$ cat src/hw/rtl/bdq_pkg.sv
// ----------------------------------------------------------------------------
// bdq_pkg
// shared codes and types for the bounded double-ended queue
// ----------------------------------------------------------------------------
package bdq_pkg;

  localparam int REQ_W   = 3;
  localparam int STAT_W  = 3;
  localparam int VALUE_W = 64;
  localparam int CAP_W   = 5;

  localparam logic [REQ_W-1:0] REQ_PUSH_LEFT  = 3'd0;
  localparam logic [REQ_W-1:0] REQ_PUSH_RIGHT = 3'd1;
  localparam logic [REQ_W-1:0] REQ_POP_LEFT   = 3'd2;
  localparam logic [REQ_W-1:0] REQ_POP_RIGHT  = 3'd3;
  localparam logic [REQ_W-1:0] REQ_CLEAR      = 3'd4;

  localparam logic [STAT_W-1:0] ST_PUSHED_LEFT  = 3'd0;
  localparam logic [STAT_W-1:0] ST_PUSHED_RIGHT = 3'd1;
  localparam logic [STAT_W-1:0] ST_POPPED_LEFT  = 3'd2;
  localparam logic [STAT_W-1:0] ST_POPPED_RIGHT = 3'd3;
  localparam logic [STAT_W-1:0] ST_FULL         = 3'd4;
  localparam logic [STAT_W-1:0] ST_EMPTY        = 3'd5;
  localparam logic [STAT_W-1:0] ST_CLEARED      = 3'd6;

  localparam logic [CAP_W-1:0] CAP_RESET = 5'd16;

  // controller to datapath
  typedef struct packed {
    logic exec;      // apply the accepted request this cycle
    logic load_ram;  // capture memory read data into the result register
  } cmd_t;

  // datapath to controller
  typedef struct packed {
    logic full;
    logic empty;
  } sts_t;

endpackage

$ cat src/hw/rtl/bounded_deque.sv
// ----------------------------------------------------------------------------
// bounded_deque
// double-ended queue of 64-bit signed entries with a programmable capacity
// ----------------------------------------------------------------------------
// Each item is a push at either end, a pop from either end or a clear, and
// gives one result item (unused request codes are taken and give none).
// Pushes, clears, full pushes and empty pops load the result register
// directly; a pop that returns an entry goes via the registered memory read
// port. The capacity register (reset 16) is written via cfg, by the user only
// while idle (not enforced by the block), and its value in use is limited to
// DEPTH. The result register lets the next item enter as its result is taken.
// ----------------------------------------------------------------------------
module bounded_deque
  import bdq_pkg::*;
#(
  parameter int DEPTH = 16
) (
  input  logic                      clk,
  input  logic                      rst,
  input  logic                      in_valid,
  output logic                      in_stall,
  input  logic [REQ_W-1:0]          req_type,
  input  logic signed [VALUE_W-1:0] push_value,
  output logic                      out_valid,
  input  logic                      out_stall,
  output logic [STAT_W-1:0]         status,
  output logic signed [VALUE_W-1:0] result_value,
  input  logic                      cfg_valid,
  output logic                      cfg_ready,
  input  logic [CAP_W-1:0]          capacity
);

  cmd_t cmd;
  sts_t sts;

  assign cfg_ready = 1'b1;

  bdq_ctrl u_ctrl (
    .clk      (clk),
    .rst      (rst),
    .in_valid (in_valid),
    .in_stall (in_stall),
    .req_type (req_type),
    .out_valid(out_valid),
    .out_stall(out_stall),
    .cmd      (cmd),
    .sts      (sts)
  );

  bdq_dp #(
    .DEPTH(DEPTH)
  ) u_dp (
    .clk         (clk),
    .rst         (rst),
    .cfg_we      (cfg_valid && cfg_ready),
    .cfg_data    (capacity),
    .req_type    (req_type),
    .push_value  (push_value),
    .cmd         (cmd),
    .sts         (sts),
    .status      (status),
    .result_value(result_value)
  );

`ifndef ASSERT_OFF
  // memory data lands only when the result register is free
  a_ram_slot_free: assert property (@(posedge clk) disable iff (rst)
    cmd.load_ram |-> !out_valid)
    else $error("pop data arrived while result register busy");

  a_push_left_echo: assert property (@(posedge clk) disable iff (rst)
    (in_valid && !in_stall && req_type == REQ_PUSH_LEFT && !sts.full) |=>
      (out_valid && status == ST_PUSHED_LEFT && result_value == $past(push_value)))
    else $error("push left result mismatch");

  a_pop_empty: assert property (@(posedge clk) disable iff (rst)
    (in_valid && !in_stall && sts.empty &&
     (req_type == REQ_POP_LEFT || req_type == REQ_POP_RIGHT)) |=>
      (out_valid && status == ST_EMPTY && result_value == '0))
    else $error("pop from empty queue not reported");

  a_clear_empties: assert property (@(posedge clk) disable iff (rst)
    (in_valid && !in_stall && req_type == REQ_CLEAR) |=> sts.empty)
    else $error("queue not empty after clear");
`endif

endmodule

$ cat src/hw/rtl/bdq_ram.sv
// ----------------------------------------------------------------------------
// bdq_ram
// generic single write port, single read port ram with registered read
// ----------------------------------------------------------------------------
module bdq_ram #(
  parameter int WIDTH = 64,
  parameter int DEPTH = 16
) (
  input  logic                                   clk,
  input  logic                                   we,
  input  logic [((DEPTH > 1) ? $clog2(DEPTH) : 1)-1:0] waddr,
  input  logic [WIDTH-1:0]                       wdata,
  input  logic                                   re,
  input  logic [((DEPTH > 1) ? $clog2(DEPTH) : 1)-1:0] raddr,
  output logic [WIDTH-1:0]                       rdata
);

  logic [WIDTH-1:0] mem [DEPTH];

  always_ff @(posedge clk) begin
    if (we) begin
      mem[waddr] <= wdata;
    end
    if (re) begin
      rdata <= mem[raddr];
    end
  end

endmodule

$ cat src/hw/rtl/bdq_ctrl.sv
// ----------------------------------------------------------------------------
// bdq_ctrl
// request sequencing and result valid for the bounded double-ended queue
// ----------------------------------------------------------------------------
module bdq_ctrl
  import bdq_pkg::*;
(
  input  logic             clk,
  input  logic             rst,
  input  logic             in_valid,
  output logic             in_stall,
  input  logic [REQ_W-1:0] req_type,
  output logic             out_valid,
  input  logic             out_stall,
  output cmd_t             cmd,
  input  sts_t             sts
);

  localparam logic S_IDLE = 1'b0;
  localparam logic S_READ = 1'b1;

  logic state;
  logic state_next;
  logic out_valid_next;
  logic accept;
  logic direct_result;
  logic wait_read;

  assign in_stall = !((state == S_IDLE) && (!out_valid || !out_stall));
  assign accept   = in_valid && !in_stall;

  always_comb begin
    direct_result = 1'b0;
    wait_read     = 1'b0;
    unique case (req_type)
      REQ_PUSH_LEFT, REQ_PUSH_RIGHT, REQ_CLEAR: direct_result = 1'b1;
      REQ_POP_LEFT, REQ_POP_RIGHT: begin
        direct_result = sts.empty;
        wait_read     = !sts.empty;
      end
      default: ;
    endcase
  end

  assign cmd.exec     = accept;
  assign cmd.load_ram = (state == S_READ);

  always_comb begin
    state_next = state;
    unique case (state)
      S_IDLE: begin
        if (accept && wait_read) begin
          state_next = S_READ;
        end
      end
      S_READ: state_next = S_IDLE;
      default: state_next = S_IDLE;
    endcase
  end

  always_comb begin
    if ((accept && direct_result) || cmd.load_ram) begin
      out_valid_next = 1'b1;
    end else begin
      out_valid_next = out_valid && out_stall;
    end
  end

  always_ff @(posedge clk) begin
    if (rst) begin
      state     <= S_IDLE;
      out_valid <= 1'b0;
    end else begin
      state     <= state_next;
      out_valid <= out_valid_next;
    end
  end

endmodule

$ cat src/hw/rtl/bdq_dp.sv
// ----------------------------------------------------------------------------
// bdq_dp
// pointers, entry memory, capacity register and result register
// ----------------------------------------------------------------------------
module bdq_dp
  import bdq_pkg::*;
#(
  parameter int DEPTH = 16
) (
  input  logic                      clk,
  input  logic                      rst,
  input  logic                      cfg_we,
  input  logic [CAP_W-1:0]          cfg_data,
  input  logic [REQ_W-1:0]          req_type,
  input  logic signed [VALUE_W-1:0] push_value,
  input  cmd_t                      cmd,
  output sts_t                      sts,
  output logic [STAT_W-1:0]         status,
  output logic signed [VALUE_W-1:0] result_value
);

  localparam int AW   = (DEPTH > 1) ? $clog2(DEPTH) : 1;
  localparam int CNTW = $clog2(DEPTH + 1);
  localparam int LW   = (CNTW > CAP_W) ? CNTW : CAP_W;
  localparam int SW   = CNTW + 1;
  localparam logic [AW-1:0] LAST_POS = AW'(DEPTH - 1);
  localparam logic [SW-1:0] DEPTH_S  = SW'(DEPTH);
  localparam logic [LW-1:0] DEPTH_L  = LW'(DEPTH);

  logic [CAP_W-1:0]          capacity;
  logic [AW-1:0]             head;
  logic [AW-1:0]             head_next;
  logic [CNTW-1:0]           count;
  logic [CNTW-1:0]           count_next;
  logic [STAT_W-1:0]         pop_status;
  logic [LW-1:0]             cap_l;
  logic [LW-1:0]             limit;
  logic [SW-1:0]             tail_sum;
  logic [SW-1:0]             last_sum;
  logic [AW-1:0]             tail_pos;
  logic [AW-1:0]             last_pos;
  logic [AW-1:0]             head_dec;
  logic [AW-1:0]             head_inc;
  logic                      we;
  logic                      re;
  logic [AW-1:0]             waddr;
  logic [AW-1:0]             raddr;
  logic [VALUE_W-1:0]        rdata;
  logic                      load_direct;
  logic [STAT_W-1:0]         direct_status;
  logic signed [VALUE_W-1:0] direct_value;

  assign cap_l     = LW'(capacity);
  assign limit     = (cap_l > DEPTH_L) ? DEPTH_L : cap_l;
  assign sts.full  = LW'(count) >= limit;
  assign sts.empty = (count == '0);

  // circular positions, each sum stays below twice the depth wherever it is used
  assign tail_sum = SW'(head) + SW'(count);
  assign last_sum = tail_sum - SW'(1);
  assign tail_pos = AW'((tail_sum >= DEPTH_S) ? (tail_sum - DEPTH_S) : tail_sum);
  assign last_pos = AW'((last_sum >= DEPTH_S) ? (last_sum - DEPTH_S) : last_sum);
  assign head_dec = (head == '0) ? LAST_POS : (head - AW'(1));
  assign head_inc = (head == LAST_POS) ? '0 : (head + AW'(1));

  always_comb begin
    head_next     = head;
    count_next    = count;
    we            = 1'b0;
    re            = 1'b0;
    waddr         = tail_pos;
    raddr         = head;
    load_direct   = 1'b0;
    direct_status = ST_CLEARED;
    direct_value  = '0;
    if (cmd.exec) begin
      case (req_type)
        REQ_PUSH_LEFT, REQ_PUSH_RIGHT: begin
          load_direct = 1'b1;
          if (sts.full) begin
            direct_status = ST_FULL;
          end else begin
            we           = 1'b1;
            count_next   = count + CNTW'(1);
            direct_value = push_value;
            if (req_type == REQ_PUSH_LEFT) begin
              waddr         = head_dec;
              head_next     = head_dec;
              direct_status = ST_PUSHED_LEFT;
            end else begin
              waddr         = tail_pos;
              direct_status = ST_PUSHED_RIGHT;
            end
          end
        end
        REQ_POP_LEFT, REQ_POP_RIGHT: begin
          if (sts.empty) begin
            load_direct   = 1'b1;
            direct_status = ST_EMPTY;
          end else begin
            re         = 1'b1;
            count_next = count - CNTW'(1);
            if (req_type == REQ_POP_LEFT) begin
              raddr     = head;
              head_next = head_inc;
            end else begin
              raddr = last_pos;
            end
          end
        end
        REQ_CLEAR: begin
          load_direct   = 1'b1;
          direct_status = ST_CLEARED;
          head_next     = '0;
          count_next    = '0;
        end
        default: ;
      endcase
    end
  end

  bdq_ram #(
    .WIDTH(VALUE_W),
    .DEPTH(DEPTH)
  ) u_ram (
    .clk  (clk),
    .we   (we),
    .waddr(waddr),
    .wdata(push_value),
    .re   (re),
    .raddr(raddr),
    .rdata(rdata)
  );

  always_ff @(posedge clk) begin
    if (rst) begin
      capacity <= CAP_RESET;
      head     <= '0;
      count    <= '0;
    end else begin
      if (cfg_we) begin
        capacity <= cfg_data;
      end
      head  <= head_next;
      count <= count_next;
    end
  end

  // result register
  always_ff @(posedge clk) begin
    if (re) begin
      pop_status <= (req_type == REQ_POP_LEFT) ? ST_POPPED_LEFT : ST_POPPED_RIGHT;
    end
    if (load_direct) begin
      status       <= direct_status;
      result_value <= direct_value;
    end else if (cmd.load_ram) begin
      status       <= pop_status;
      result_value <= rdata;
    end
  end

endmodule

$ cat config.mk
export PLATFORM = sky130hd
export DESIGN_NAME = bounded_deque
export DESIGN_NICKNAME = d
export VERILOG_FILES = /design/src/hw/rtl/bdq_pkg.sv /design/src/hw/rtl/bounded_deque.sv /design/src/hw/rtl/bdq_ram.sv /design/src/hw/rtl/bdq_ctrl.sv /design/src/hw/rtl/bdq_dp.sv
export SDC_FILE = /design/constraint.sdc
export NUM_CORES = 1
export LEC_CHECK = 0
export BUFFER_PORTS_ARGS = -buffer_cell sky130_fd_sc_hd__buf_2
export CORE_MARGIN = 1
export CORE_UTILIZATION = 45
export CTS_BUF_LIST = sky130_fd_sc_hd__clkbuf_2
export DETAILED_ROUTE_END_ITERATION = 12
export PLACE_DENSITY = 0.57
export SYNTH_ARGS = -nofsm -noshare
export SYNTH_HDL_FRONTEND = slang
export SYNTH_SLANG_ARGS = --single-unit
$ cat constraint.sdc
create_clock -name clk -period 7.9 [get_ports clk]
set_clock_uncertainty 0.1 [all_clocks]
set_input_delay 0.395 -clock clk [delete_from_list [all_inputs] [get_ports clk]]
set_output_delay 0.395 -clock clk [all_outputs]
set_load 0.02 [all_outputs]
==> results of run 1 <==
cells in the mapped netlist (2+ instances only):
library cell	count
mux2i_1	1161
edfxtp_1	1156
nor2_1	807
nor3_1	363
clkbuf_1	213
nand2_1	150
o32ai_1	129
nand3_1	68
mux2_2	67
buf_2	52
nor3_2	23
buf_4	18
a21oi_1	17
dfxtp_1	16
ha_1	15
buf_6	14
inv_1	14
buf_1	9
o21ai_0	7
a21o_1	5
xnor2_1	5
xor2_1	5
a211oi_1	4
nand2b_1	4
nand4_1	4
a22o_1	3
nor2b_1	3
a22oi_1	2
and3_1	2
fa_1	2
o211ai_1	2
o21ai_1	2
power by group:
part           total (W)  internal (W)  switching [W]
Sequential       0.00694       0.00691      0.0000329
Clock            0.00422       0.00167        0.00255
Combinational    0.00167      0.000658        0.00101
Total             0.0128       0.00924        0.00360
timing repair:
action | in CTS | in global routing
hold buffers | 179 | 0
resized for setup | 0 | 0
endpoints found under the hold margin | 2061 | 0
stage by stage:
stage / util / instances / worst slack [ps] / area, um2 / hold slack, ps
finish: 0.5088 / 6678 / 2259 / 63800 / 221.2
global route: 0.5086 / 6671 / 2073 / 63780 / 100.9
CTS: 0.5085 / 6663 / 2312 / 63760 / 4.514
detailed placement: 0.4722 / 5930 / 2475 / 59220 / 351.4
global placement: 0.4722 / 5930 / 2495 / 59220 / 346.2
floorplan: - / 4368 / 1815 / 56850 / 312.8
layer usage:
metal / up-vias / part of all wire / track usage
met3: 321 / 0.061 / 0.04867
met5: - / 0.00045 / 0
met4: 12 / 0.022 / 0.08231
li1: 17450 / - / -
met1: 19300 / 0.45 / 0.3443
met2: 1260 / 0.46 / 0.3936
registers in the layout, summed over array words and instances, names as in the netlist:
register / cells
u_dp.u_ram.mem: 1024
u_dp.result_value: 64
u_dp.u_ram.rdata: 64
u_dp.cap_l: 5
u_dp.count: 5
u_dp.head: 4
u_dp.status: 3
u_ctrl.out_valid: 1
u_ctrl.state: 1
u_dp.pop_status: 1
cell families after synthesis:
family                   after synthesis  synth area share
AND/OR/NAND/NOR                     1438            0.1086
adder cells (fa/ha/maj)               17          0.004005
buffers and inverters                320           0.02531
multiplexers                        1228            0.2177
AO/OA/AOI/OAI                        181           0.02628
other                                  1        0.00006596
XOR/XNOR                              11          0.001827
flip-flops                          1172            0.6162
area by class of cell:
class,instances,share of cell area
multi-input cells,2876,0.3229
clock inverters,59,0.004001
inverters,14,0.0008237
well taps,1650,0.03236
flip-flops and latches,1172,0.5492
diodes,15,0.0005883
clock buffers,495,0.03883
repair buffers,397,0.05130
cells in the final DEF, fill, tap and decap left out, drive strengths merged, types with 15 or more instances in the layout:
master / synthesis / final
dfxtp: 16 / 16
diode: 0 / 15
nor2: 808 / 808
nand3: 68 / 68
ha: 15 / 15
a21oi: 19 / 19
edfxtp: 1156 / 1156
inv: 14 / 20
nand2: 151 / 151
clkbuf: 213 / 495
dlygate4sd3: 0 / 177
o32ai: 129 / 129
buf: 93 / 220
mux2i: 1161 / 1161
clkinv: 0 / 52
nor3: 386 / 386
mux2: 67 / 67
worst max path at each step:
| stage | cells after the start | end | slack (ps) |
|---|---|---|---|
| finish | 10 | u_dp.u_ram.mem[5][29]$_DFFE_PP_ | 2260 |
| global route | 10 | u_dp.u_ram.mem[5][35]$_DFFE_PP_ | 2070 |
| CTS | 10 | u_dp.u_ram.mem[5][35]$_DFFE_PP_ | 2310 |
| detailed placement | 11 | u_dp.u_ram.rdata[19]$_DFFE_PP_ | 2470 |
| global placement | 11 | u_dp.u_ram.rdata[20]$_DFFE_PP_ | 2490 |
| floorplan | 3 | u_dp.pop_status[0]$_DFFE_PP_ | 1810 |
worst register-to-register path: cells and delay by family, from the launching register on:
| family | cells | cell delay (ps) |
|---|---|---|
| DFF | 1 | 390 |
| and+or+nand+nor | 6 | 2780 |
| AOI/OAI and AO/OA | 1 | 320 |
| buffers and inverters | 3 | 1670 |
==> metrics.yaml, run 1 <==
yosys:
  syn_inst: 4368
  synthFlopType: "edfxtp_1"
  synth.avg_cell_area_um2: 13.02
  synth_top_area_share: 0.6106
  syn-num-nets: 4462
  synth-seq-cells: 1172
  synthDistinctLibCells: 58
  synth-edff-count: 1156
  yosys_warnings: 0
  ys_async_sr_fraction: 0
  yosys-top-cells-area: "edfxtp_1 61%, mux2i_1 20%, nor2_1 5.3%, nor3_1 3.2%, o32ai_1 2.0%"
  synth_area_um2: 56850
  ys_seq_area_frac: 0.6162
  yosys.area.top_type: "edfxtp_1"
place:
  hpwl_mm: 77.90
  gp_congestion: 0.7585
  port_buffers: 145
timing:
  worst_pin_slew_ps: 1258
  slew_headroom: 0.1616
  fin_crit_sh: 0.7141
  final_max_slew_viol_count: 0
  fin_setup_tns_ps: 0
  timing.final.crit_period_ps: 5641
  setup_viol: 0
  rsz0062_at_grt: "no"
  final_hold_viol_count: 0
  fmax_mhz: 177.3
min_path:
  min_to: "u_dp.u_ram.mem[3][11]$_DFFE_PP_"
  hold_path_depth: 3
  hp-start: "push_value[11]"
  holdCritPathClass: "in -> reg"
worst_setup_path:
  endpoint_kind: "register"
  crit_chain: "or2_1 -> or4_1 -> a21oi_2 -> nor2_1 -> nor2_4 -> dlygate4sd3_1 -> buf_4 -> nand4_1 -> nor2_4 -> buf_4"
  worstSetupPathType: "reg -> reg"
  path_buf_inv: 3
  cp_top_family: "simple AND/OR/NAND/NOR gates"
  critPathLaunchType: "register"
  rr_worst_depth: 10
  cp-startpoint: "u_dp.count[1]$_SDFFE_PP0P_"
  required_ps: 9100
  r2r_slack_ps: 2260
  worstPathMaxFanout: 28
  reg2reg_to: "u_dp.u_ram.mem[5][29]$_DFFE_PP_"
  cp_slowest_stage_delay_ps: 1110
  slowest_stage: "nor2_4"
  worstReg2RegStart: "u_dp.count[1]$_SDFFE_PP0P_"
  crit_arrival_ps: 6840
outcome:
  status: "completed"
route:
  vias: 38340
  drt_first_pass_iters: 6
  drc: 0
  ant_nets: 0
  viasPerCell: 5.740
  drt-total-wl_mm: 161.2
  routedWlPerCell_um: 24.14
  dr.first_iter.drc_count: 2791
pwr:
  ir_worst_vdd_uv: 168.6
  powerDensity_nw_per_um2: 201.2
  finalPower_w: 0.01284
  p_leak_nw: 21.11
finish:
  multi_input_area_um2: 20600
  area_delta_synth_final_pct: 12.22
  finalNetCount: 4890
  fillers: 11000
  drive_gt1_frac: 0.1704
  final-seq-area_um2: 35040
clocking:
  postCtsSetupRepairBufs: 0
  cts_buffers: 335
  cts_tree: "done"
  cts_root_buffer: "clkbuf_2"
  cts_sinks: 1172
  clock_latency_ps: 1780
  htree_levels: 5
  clk_pin_slew_ps: 100
  cts_max_path_buffers: 4
global_routing:
  grt.overflow.total: 0
  grtUsageTotal: 0.2491
  grt_pass1_vias: 37750
  grt_first_pass_wirelength_mm: 236.4
  grt_max_degree: 147
  antenna_found_initial: 9
floorplan:
  die_area_um2: 127800
  die_w_um: 357.4
  std_cell_rows: 130
  coreArea_um2: 125400
  die_h_um: 357.4
  ios: 147
  start_util: 0.4533
run:
  cap_violations: 0
Note: power is estimated with default switching activity, not from simulation.
==> run 2: changes to the inputs <==
- PLACE_DENSITY: 0.57 -> 0.59
- clock period: 7.9 -> 4.7 ns (I/O delays scaled with it)
==> metrics.yaml, run 2 (synthesis gave the netlist of run 1 again) <==
outcome:
  status: "completed"
place:
  port_buffers: 145  # unchanged
  postPlaceCellArea_um2: 60000  # +1.3%
  hpwl_mm: 86.25  # +11%
  gp_congestion: 0.7782  # +2.6%
floorplan:
  start_util: 0.4533  # unchanged
  ios: 147  # unchanged
  die_area_um2: 127800  # unchanged
  std_cell_rows: 130  # unchanged
  die_w_um: 357.4  # unchanged
  coreArea_um2: 125400  # unchanged
  die_h_um: 357.4  # unchanged
route:
  routedWlPerCell_um: 24.15  # about the same
  drt-total-wl_mm: 162.1  # +0.54%
  dr.first_iter.drc_count: 3121  # +12%
  ant_nets: 0  # unchanged
  viasPerCell: 5.717  # -0.41%
  drt_first_pass_iters: 5  # -1
  drc: 0  # unchanged
  vias: 38370  # +0.081%
finish:
  final_cell_mix: "1161 x mux2i_1, 1156 x edfxtp_1, 789 x nor2_1, 484 x clkbuf_2, 362 x nor3_1"
  area_delta_synth_final_pct: 13.49
  top_register: "u_dp.u_ram.mem"
  postLayoutCellArea_um2: 64520  # +1.1%
  largest_reg_flops: 1024  # unchanged
  final_common_cell: "mux2i_1"
  drive_gt1_frac: 0.1750  # +0.004623
  reg.largest.list: "u_dp.u_ram.mem x1024, u_dp.result_value x64, u_dp.u_ram.rdata x64"
  finalNetCount: 4937  # +0.96%
global_routing:
  grt_busiest_layer: "met2"
  grt_max_degree: 116  # -21%
  grt_use_met3: 0.04689  # -0.001786
  antenna_found_initial: 10  # +1
  use_met1: 0.3488  # +0.004542
  grtUsageTotal: 0.2509  # +0.001873
  grt_first_pass_wirelength_mm: 238.6  # +0.93%
  grt_pass1_vias: 37890  # +0.39%
  grt.overflow.total: 0  # unchanged
  globalRouteMet2Util: 0.3983  # +0.004720
worst_setup_path:
  crit_chain: "or2_1 -> or4_4 -> nand2_1 -> mux2i_1 -> dlygate4sd3_1 -> o21ai_1 -> dlygate4sd3_1 -> mux2i_1 -> dlygate4sd3_1 -> nor2_1 -> dlygate4sd3_1"
  endpoint_kind: "register"
  crit_arrival_ps: 5760  # -1080 ps
  cp_slowest_stage_delay_ps: 720  # -390 ps
  required_ps: 6030  # -3070 ps
  cp_top_family: "buffers and inverters"
  path_buf_inv: 4  # +1
  slowest_stage: "dlygate4sd3_1"
  critPathLaunchType: "register"
  worstSetupPathType: "reg -> reg"
  worstPathMaxFanout: 7  # -75%
  cp_common_cell: "dlygate4sd3_1"
clocking:
  cts_tree: "done"
  htree_levels: 5  # unchanged
  cts_buffers: 334  # -0.30%
  cts_max_path_buffers: 4  # unchanged
  cts_sinks: 1172  # unchanged
  clock_latency_ps: 1640  # -140 ps
  cts_root_buffer: "clkbuf_2"
  clk_pin_slew_ps: 100  # about the same
  postCtsSetupRepairBufs: 0  # unchanged
pwr:
  powerDensity_nw_per_um2: 333.7  # +66%
  p_sw_w: 0.006057  # +68%
  pwr-share-comb: 0.135  # +0.005
  intPower_w: 0.01547  # +67%
  p_sw_frac: 0.2814  # +0.001094
  p_leak_nw: 21.42  # +1.5%
  p_clk_frac: 0.323  # -0.006
  p_seq_frac: 0.541  # about the same
  ir_worst_vdd_uv: 263.5  # +56%
timing:
  final_max_slew_viol_count: 0  # unchanged
  timing.final.crit_period_ps: 4433  # -1208 ps
  hold_slack_ps: 238.9  # +17.64 ps
  setup_viol: 0  # unchanged
  fin_crit_sh: 0.9432  # +0.2291
  fmax_mhz: 225.6  # +27%
  rsz0062_at_grt: "no"
  fin_setup_tns_ps: 0  # unchanged
  final_hold_viol_count: 0  # unchanged
  worst_pin_slew_ps: 1298  # +40.38 ps
  slew_headroom: 0.1347  # -0.02692
min_path:
  holdCritPathClass: "in -> reg"
run:
  cap_violations: 0  # unchanged
[run 2: cell count changes in the layout (fill, tap and decap cells not counted), sizes merged]
| cell | delta |
|---|---|
| inv | +1 |
| bufinv | -1 |
| diode | -6 |
| clkbuf | -11 |
| buf | +41 |
| clkinv | +2 |
| dlygate4sd3 | +7 |
[run 2: through the flow]
stage               worst slack (ps)  instances  utilization  total power [W]
finish                         267.0       6711       0.5145          0.02153
global route                   60.23       6710       0.5145          0.02246
CTS                            98.30       6702       0.5143          0.02176
detailed placement             622.7       5973       0.4784          0.01465
global placement               649.9       5973       0.4784          0.01463
floorplan                     -912.5       4368            -          0.01376
[run 2: layer usage]
metal,part of all wire,up-vias
met1,0.45,19310
met2,0.47,1264
li1,-,17510
met4,0.021,4
met5,0.00013,-
met3,0.060,270
[run 2: final cells by class]
class                      instances  area [um2]
sequential                      1172       35040
inverter                          14       52.55
tap                             1650        2064
multi-input combinational       2876       20610
timing repair buffer             445        4076
clock buffer                     484        2422
clock inverter                    61       235.2
fill                           10950       60880
antenna                            9       22.52
[run 2: repair_timing]
item / 4_1_cts / 5_1_grt
hold buffers: 184 / 0
gates resized for setup: 0 / 1
setup endpoints to repair: 0 / 1
hold endpoints to repair: 2328 / 0
[run 2: power groups by stage]
| stage | Sequential [W] | Clock [W] | Combinational [W] |
|---|---|---|---|
| after floorplan | 0.0119 | 0 | 0.00182 |
| after global placement | 0.0119 | 0 | 0.00274 |
| after detailed placement | 0.0119 | 0 | 0.00276 |
| after CTS | 0.0117 | 0.00720 | 0.00290 |
| after global routing | 0.0117 | 0.00769 | 0.00310 |
| final | 0.0117 | 0.00696 | 0.00291 |
[run 2: tightest hold or removal path, delay by kind of cell]
| family | cells | cell delay (ps) |
|---|---|---|
| buf+inv | 3 | 1490 |
[run 2: final timing paths]
check | start | end | slack [ps] | cells after the start
max | u_dp.count[1]$_SDFFE_PP0P_ | u_dp.head[3]$_SDFFE_PP0P_ | 270 | 11
max reg2reg | u_dp.count[1]$_SDFFE_PP0P_ | u_dp.head[3]$_SDFFE_PP0P_ | 270 | 11
min | push_value[34] | u_dp.u_ram.mem[7][34]$_DFFE_PP_ | 240 | 3
min reg2reg | u_ctrl.state$_SDFF_PP0_ | u_ctrl.state$_SDFF_PP0_ | 380 | 1
